<file path="src/uicv_pkg.sv">
// Shared types, codes and the CRC-32 byte function of the update image verifier.
package uicv_pkg;

   localparam logic [31:0] MAGIC_RESET   = 32'h4F54_4131;
   localparam logic [31:0] MAX_LEN_RESET = 32'd51200;
   localparam logic [31:0] CRC_POLY      = 32'hEDB8_8320;
   localparam logic [31:0] CRC_INIT      = 32'hFFFF_FFFF;

   localparam logic CSR_IMAGE_MAGIC = 1'b0;
   localparam logic CSR_MAX_LENGTH  = 1'b1;

   typedef enum logic [1:0] {
      PHASE_IDLE   = 2'd0,
      PHASE_HEADER = 2'd1,
      PHASE_DATA   = 2'd2
   } phase_type;

   typedef enum logic [2:0] {
      STATUS_NONE_PENDING = 3'd0,
      STATUS_HEADER_ERROR = 3'd1,
      STATUS_BAD_LENGTH   = 3'd2,
      STATUS_DATA_ERROR   = 3'd3,
      STATUS_CRC_MISMATCH = 3'd4,
      STATUS_VERIFIED     = 3'd5
   } status_type;

   typedef struct packed {
      logic [7:0] data_byte;
      logic       image_start;
      logic       read_failed;
   } req_type;

   typedef struct packed {
      status_type  status;
      logic        clear_header;
      logic [31:0] image_length;
      logic [31:0] target_address;
      logic [31:0] computed_crc;
   } rsp_type;

   function automatic logic [31:0] crc_byte(input logic [31:0] crc, input logic [7:0] data);
      logic [31:0] c;
      c = crc ^ {24'd0, data};
      for (int b = 0; b < 8; b++) begin
         c = c[0] ? ((c >> 1) ^ CRC_POLY) : (c >> 1);
      end
      return c;
   endfunction

endpackage

</file>
<file path="src/update_image_crc_verifier_core.sv">
// Update image CRC-32 verifier top level: input register, engine, result register.
// A result is held in the result register once the engine takes its item from the input register.
// Throughput: one byte per cycle while not stalled, set by the eight-step CRC byte network in the engine.
// The input stalls only while its register is full and a result waits under rsp_stall.
// Reset (synchronous): pipeline empty, phase idle, CRC all ones, registers at defaults.
module update_image_crc_verifier_core import uicv_pkg::*; (
   input  logic        clock,
   input  logic        reset,
   input  logic        req_valid,
   output logic        req_stall,
   input  req_type     req_item,
   output logic        rsp_valid,
   input  logic        rsp_stall,
   output rsp_type     rsp_item,
   input  logic        csr_wr_en,
   input  logic        csr_index,
   input  logic [31:0] csr_wr_data
);

   logic        in_valid_ff, in_valid_in;
   req_type     in_item_ff;
   logic        out_valid_ff, out_valid_in;
   rsp_type     out_item_ff;
   logic [31:0] magic_ff, max_len_ff;

   logic    out_free, advance, fire;
   rsp_type result;

   assign out_free  = !out_valid_ff || !rsp_stall;
   assign advance   = in_valid_ff && out_free;
   assign req_stall = in_valid_ff && !out_free;
   assign rsp_valid = out_valid_ff;
   assign rsp_item  = out_item_ff;

   always_comb begin
      in_valid_in = in_valid_ff;
      if (req_valid && !req_stall) begin
         in_valid_in = 1'b1;
      end else if (advance) begin
         in_valid_in = 1'b0;
      end
      out_valid_in = out_valid_ff;
      if (advance && fire) begin
         out_valid_in = 1'b1;
      end else if (!rsp_stall) begin
         out_valid_in = 1'b0;
      end
   end

   uicv_engine u_engine (
      .clock       (clock),
      .reset       (reset),
      .advance     (advance),
      .item        (in_item_ff),
      .image_magic (magic_ff),
      .max_length  (max_len_ff),
      .rsp_fire    (fire),
      .rsp         (result)
   );

   always_ff @(posedge clock) begin
      if (reset) begin
         in_valid_ff  <= 1'b0;
         out_valid_ff <= 1'b0;
      end else begin
         in_valid_ff  <= in_valid_in;
         out_valid_ff <= out_valid_in;
      end
   end

   always_ff @(posedge clock) begin
      if (req_valid && !req_stall) begin
         in_item_ff <= req_item;
      end
      if (advance && fire) begin
         out_item_ff <= result;
      end
   end

   always_ff @(posedge clock) begin
      if (reset) begin
         magic_ff   <= MAGIC_RESET;
         max_len_ff <= MAX_LEN_RESET;
      end else if (csr_wr_en) begin
         case (csr_index)
            CSR_IMAGE_MAGIC: magic_ff   <= csr_wr_data;
            CSR_MAX_LENGTH:  max_len_ff <= csr_wr_data;
            default:         magic_ff   <= magic_ff;
         endcase
      end
   end

   a_clear_matches_status: assert property (@(posedge clock) disable iff (reset)
      out_valid_ff |-> (out_item_ff.clear_header ==
         (out_item_ff.status != STATUS_NONE_PENDING &&
          out_item_ff.status != STATUS_HEADER_ERROR)))
      else $error("clear_header disagrees with status");

   a_crc_only_at_end: assert property (@(posedge clock) disable iff (reset)
      (out_valid_ff && out_item_ff.status != STATUS_VERIFIED &&
       out_item_ff.status != STATUS_CRC_MISMATCH) |-> (out_item_ff.computed_crc == 32'd0))
      else $error("computed_crc set without a finished CRC");

   a_hold_on_full_stall: assert property (@(posedge clock) disable iff (reset)
      (in_valid_ff && out_valid_ff && rsp_stall) |=> (in_valid_ff && $stable(in_item_ff)))
      else $error("input item lost while result stalled");

   a_header_error_clean: assert property (@(posedge clock) disable iff (reset)
      (out_valid_ff && out_item_ff.status == STATUS_HEADER_ERROR) |->
         (out_item_ff.image_length == 32'd0 && out_item_ff.target_address == 32'd0))
      else $error("header read error reports header words");

endmodule

</file>
<file path="src/uicv_engine.sv">
// Header parse, length check and running CRC state for one byte per cycle while advance is high.
module uicv_engine import uicv_pkg::*; (
   input  logic        clock,
   input  logic        reset,
   input  logic        advance,
   input  req_type     item,
   input  logic [31:0] image_magic,
   input  logic [31:0] max_length,
   output logic        rsp_fire,
   output rsp_type     rsp
);

   phase_type   phase_ff, phase_in;
   logic [3:0]  count_ff, count_in;
   logic [31:0] magic_ff, magic_in;
   logic [31:0] length_ff, length_in;
   logic [31:0] crc_word_ff, crc_word_in;
   logic [31:0] target_ff, target_in;
   logic [31:0] running_ff, running_in;
   logic [31:0] left_ff, left_in;

   phase_type   eff_phase;
   logic [3:0]  eff_count;
   logic [31:0] eff_magic, eff_length, eff_crc_word, eff_target, eff_running, eff_left;
   logic [31:0] byte_word, next_running, fin;

   always_comb begin
      eff_phase    = item.image_start ? PHASE_HEADER : phase_ff;
      eff_count    = item.image_start ? 4'd0 : count_ff;
      eff_magic    = item.image_start ? 32'd0 : magic_ff;
      eff_length   = item.image_start ? 32'd0 : length_ff;
      eff_crc_word = item.image_start ? 32'd0 : crc_word_ff;
      eff_target   = item.image_start ? 32'd0 : target_ff;
      eff_running  = item.image_start ? CRC_INIT : running_ff;
      eff_left     = item.image_start ? 32'd0 : left_ff;

      byte_word    = {24'd0, item.data_byte} << {eff_count[1:0], 3'b000};
      next_running = crc_byte(eff_running, item.data_byte);
      fin          = ~next_running;

      phase_in    = eff_phase;
      count_in    = eff_count;
      magic_in    = eff_magic;
      length_in   = eff_length;
      crc_word_in = eff_crc_word;
      target_in   = eff_target;
      running_in  = eff_running;
      left_in     = eff_left;

      rsp_fire            = 1'b0;
      rsp.status          = STATUS_NONE_PENDING;
      rsp.clear_header    = 1'b0;
      rsp.image_length    = 32'd0;
      rsp.target_address  = 32'd0;
      rsp.computed_crc    = 32'd0;

      case (eff_phase)
         PHASE_HEADER: begin
            if (item.read_failed) begin
               rsp_fire   = 1'b1;
               rsp.status = STATUS_HEADER_ERROR;
               phase_in   = PHASE_IDLE;
            end else begin
               case (eff_count[3:2])
                  2'd0:    magic_in    = eff_magic | byte_word;
                  2'd1:    length_in   = eff_length | byte_word;
                  2'd2:    crc_word_in = eff_crc_word | byte_word;
                  default: target_in   = eff_target | byte_word;
               endcase
               count_in = eff_count + 4'd1;
               if (eff_count == 4'd15) begin
                  rsp.image_length   = length_in;
                  rsp.target_address = target_in;
                  if (magic_in != image_magic) begin
                     rsp_fire   = 1'b1;
                     rsp.status = STATUS_NONE_PENDING;
                     phase_in   = PHASE_IDLE;
                  end else if (length_in == 32'd0 || length_in > max_length) begin
                     rsp_fire         = 1'b1;
                     rsp.status       = STATUS_BAD_LENGTH;
                     rsp.clear_header = 1'b1;
                     phase_in         = PHASE_IDLE;
                  end else begin
                     phase_in   = PHASE_DATA;
                     left_in    = length_in;
                     running_in = CRC_INIT;
                  end
               end
            end
         end
         PHASE_DATA: begin
            rsp.image_length   = eff_length;
            rsp.target_address = eff_target;
            rsp.clear_header   = 1'b1;
            if (item.read_failed) begin
               rsp_fire   = 1'b1;
               rsp.status = STATUS_DATA_ERROR;
               phase_in   = PHASE_IDLE;
            end else begin
               running_in = next_running;
               left_in    = eff_left - 32'd1;
               if (eff_left == 32'd1) begin
                  rsp_fire         = 1'b1;
                  rsp.computed_crc = fin;
                  rsp.status       = (fin == eff_crc_word) ? STATUS_VERIFIED
                                                           : STATUS_CRC_MISMATCH;
                  phase_in         = PHASE_IDLE;
               end
            end
         end
         default: begin
            phase_in = PHASE_IDLE;
         end
      endcase
   end

   always_ff @(posedge clock) begin
      if (reset) begin
         phase_ff   <= PHASE_IDLE;
         count_ff   <= 4'd0;
         running_ff <= CRC_INIT;
         left_ff    <= 32'd0;
      end else if (advance) begin
         phase_ff   <= phase_in;
         count_ff   <= count_in;
         running_ff <= running_in;
         left_ff    <= left_in;
      end
   end

   always_ff @(posedge clock) begin
      if (advance) begin
         magic_ff    <= magic_in;
         length_ff   <= length_in;
         crc_word_ff <= crc_word_in;
         target_ff   <= target_in;
      end
   end

endmodule

</file>
<file path="config.mk">
export PLATFORM = sky130hd
export DESIGN_NAME = update_image_crc_verifier_core
export DESIGN_NICKNAME = d
export VERILOG_FILES = /design/src/uicv_pkg.sv /design/src/update_image_crc_verifier_core.sv /design/src/uicv_engine.sv
export SDC_FILE = /design/constraint.sdc
export NUM_CORES = 1
export LEC_CHECK = 0
export ABC_CLOCK_PERIOD_IN_PS = 18100
export BUFFER_PORTS_ARGS = -buffer_cell sky130_fd_sc_hd__buf_4
export CORE_MARGIN = 2
export CORE_UTILIZATION = 55
export DETAILED_ROUTE_END_ITERATION = 7
export PLACE_DENSITY_LB_ADDON = 0.1
export SYNTH_ARGS = -nofsm -noshare
export SYNTH_HDL_FRONTEND = slang
export SYNTH_SLANG_ARGS = --single-unit
</file>
<file path="constraint.sdc">
create_clock -name clock -period 18.1 [get_ports clock]
set_clock_uncertainty 0.2 [all_clocks]
set_input_delay 2.715 -clock clock [delete_from_list [all_inputs] [get_ports clock]]
set_output_delay 2.715 -clock clock [all_outputs]
set_load 0.02 [all_outputs]
</file>
==> impl_results.md <==
- First-pass GRT wire length: 104,300 um
- Final nets: 2,548
- Worst reg2reg endpoint: rsp_item[94]
- Pwr/cell area: 87.97 nW/um^2
- Min Tclk post-route: 6.498 ns
- Vias per cell: 6.415
- Wire per inst: 22.70 um
- Hold Path Class: flop to flop
- Final wirelength: 68,460 um
- Max Freq: 0.1539 GHz
- R2R Setup Slk: 11.60 ns
- Core ar.: 38,830 um^2
- Hold Violations, Final: 0
- RSZ-0062 raised after global routing: false
- Die area: 41,130 um^2
- Distinct cells, synth: 89
- Worst hold slack: 0.2550 ns
- Synthesized area: 21,740 um^2
- Die H: 202.8 um
- Post-synth EDFFs: 238
- Final worst-path cycle share: 35.90%
- Register bit total from synthesis: 374
- DR iter-0 viols: 2,431
- DR vias: 19.35k
- Crit path DAT: 6.49 ns
- Fin cells: 3,016
- Syn Nets: 2,523
- Vias in the first global route: 17.82k
- Starting Density: 55.99%
- Worst Tran Pin Value: 1.239 ns
- ANT nets after route: 0
- Share of flip-flops with an asynchronous set or reset: 0%
- Clock transition at path regs: 0.06 ns
- Most frequent cells in the layout: nor2_1, nand2_1, edfxtp_1
- Critical Path Source: in_item_ff[1]
- Clock sinks: 374
- Crit path capture: rsp_item[94]
- Ant diodes: 0
- Die Wd: 202.8 um
- Ys flop type: edfxtp_1
- Max Cap Viol: 0
- CTS root buf: clkbuf_16
- Worst vdd ir: 0.00008028 V
- HPWL after DPL: 44,810 um
- GPL Wtd Cong: 0.9327
- Hold buffer count at cts: 0
- Insertion delay to the later sink of the worst-skew pair: 0.58 ns
- Worst R2R Path Depth: 17
- Cell Rows: 72
- WP data required: 18.09 ns
- Num CTS Buffers: 42
- Slew headroom: 17.37%
- PortBufs: 149
- Sequential area share after synthesis: 45.40%
- Most common cell after layout, fill and taps aside: nor2_1
- # IOs: 150
- Final Slew Violations: 0
- Htree depth: 2
- Avg Synthesized Cell Area: 8.913 um^2
- Initial antenna violation count: 0
- # resized after CTS: 0
- Cells after Synth: 2,439
- Pin count of the biggest net entering global routing: 195
- Clock buffer depth: 3
- Outcome: completed
- Post-Place Cells: 2,938
- FF-to-FF Start: in_item_ff[1]
- Layout cells sized above 1: 12.37%
- Final global-route overflow total: 0
- Ys Warns: 0
- CTS tree: built
- Final setup TNS: 0 ns
- GRT Overall Usage: 32.58%
- Post-DP Area: 23,030 um^2
- P&R area growth vs syn: 12.54%
- Drt first pass iters: 6
- Critical path class: flop to flop
- Post-CTS setup buffers: 0
- CP Capture Type: flop
- CP max FO: 194
- DRC: 0
- Crit start category: flop
- Setup Viol. Count Final: 0
- HP Start: max_len_ff[31]
- Design Area, Final: 24,460 um^2
- P_leak: 9.206 nW
## report_power, final
part / switching (mW) / total (mW) / internal [mW]
clock: 0.356 / 0.879 / 0.523
combinational: 0.205 / 0.314 / 0.109
sequential: 0.0248 / 0.959 / 0.934
## cell families after synthesis
| kind of cell | after synthesis | synth area share [%] |
|---|---|---|
| and+or+nand+nor | 879 | 19.26 |
| AOI/OAI and AO/OA | 690 | 20.19 |
| DFF | 374 | 45.40 |
| buffers and inverters | 278 | 5.053 |
| xor gates and xnor gates | 137 | 5.750 |
| muxes | 45 | 2.268 |
| adders and majority gates | 36 | 2.072 |
## how the worst min path moves through the flow
stage	cells after the start	endpoint
global placement	2	max_len_ff[31]
floorplan	2	u_engine.phase_ff[1]
global route	2	max_len_ff[27]
CTS	2	max_len_ff[27]
finish	2	max_len_ff[31]
detailed placement	2	max_len_ff[27]
## routing by layer
layer	vias to the layer above	global-route usage (%)	part of all wire, %
met5	-	0	0
met4	0	11.03	3.0
met3	146	5.554	9.8
met2	1039	49.95	45
met1	9258	46.84	42
li1	8904	-	-
## synth_stat cells (7+ instances only)
cell type	count	area [um^2]
and3_1	14	87.58
buf_2	25	125.1
a22o_1	16	140.1
and2_1	22	137.6
xnor2_1	98	858.3
nor4_1	25	156.4
nor3b_1	7	52.55
a21oi_1	194	970.9
mux2i_1	20	200.2
nand3_1	29	145.1
clkbuf_1	159	596.8
nor2_1	296	1111
nor2b_1	54	337.8
xor2_1	35	306.5
mux2_2	18	202.7
a311oi_1	12	105.1
a31oi_1	97	606.8
o22ai_1	41	256.5
nand2_1	251	942.2
a221oi_1	11	96.34
o32ai_1	8	70.07
edfxtp_1	238	7147
a222oi_1	7	70.07
o31ai_1	8	60.06
o21ai_0	125	625.6
a211oi_1	15	112.6
nor3_1	61	305.3
a22oi_1	40	300.3
buf_1	18	67.56
ha_1	36	450.4
nand3b_1	19	142.6
dfxtp_1	136	2723
nand2b_1	42	262.8
nand4_1	17	106.4
inv_1	68	255.2
a21o_1	37	277.8
## through the flow
step | utilization (%) | power (mW) | setup slack (ns)
floorplan | - | 1.188 | 10.06
global placement | 59.32 | 1.275 | 11.42
detailed placement | 59.32 | 1.282 | 11.35
CTS | 62.99 | 2.154 | 11.60
global route | 63.01 | 2.218 | 11.12
finish | 63.01 | 2.152 | 11.60
## registers in the layout (all words and copies together) (netlist names)
| signal | flops |
|---|---|
| u_engine.crc_word_ff | 32 |
| u_engine.running_ff | 32 |
| rsp_item | 100 |
| u_engine.target_ff | 32 |
| rsp_valid | 1 |
| max_len_ff | 32 |
| in_item_ff | 10 |
| u_engine.left_ff | 32 |
| in_valid_ff | 1 |
| magic_ff | 32 |
| u_engine.count_ff | 4 |
| u_engine.length_ff | 32 |
| u_engine.magic_ff | 32 |
| u_engine.phase_ff | 2 |
## critical path, cell delays in order (launching register included)
cell and delay (ns):
edfxtp_1 0.37, buf_12 0.49, buf_4 0.80, buf_4 0.70, nor2b_1 0.19, a21oi_1 0.20
inv_1 0.10, ha_1 0.32, nand4_1 0.08, nor3_1 0.28, a21boi_0 0.23, o31a_1 0.16
a211oi_2 0.05, nand3_1 0.22, a31oi_1 0.12, a21o_1 0.25, inv_4 0.38, buf_4 0.76
## cell type report
class                           count  area (um^2)
Multi-Input combinational cell   1787        10820
Clock inverter                     12        132.6
Inverter                           71        271.5
Fill cell                        3323        14360
Timing Repair Buffer              188         1424
Sequential cell                   374         9869
Clock buffer                       66         1295
Tap cell                          518        648.1
Power figures use the tool's default switching activity.
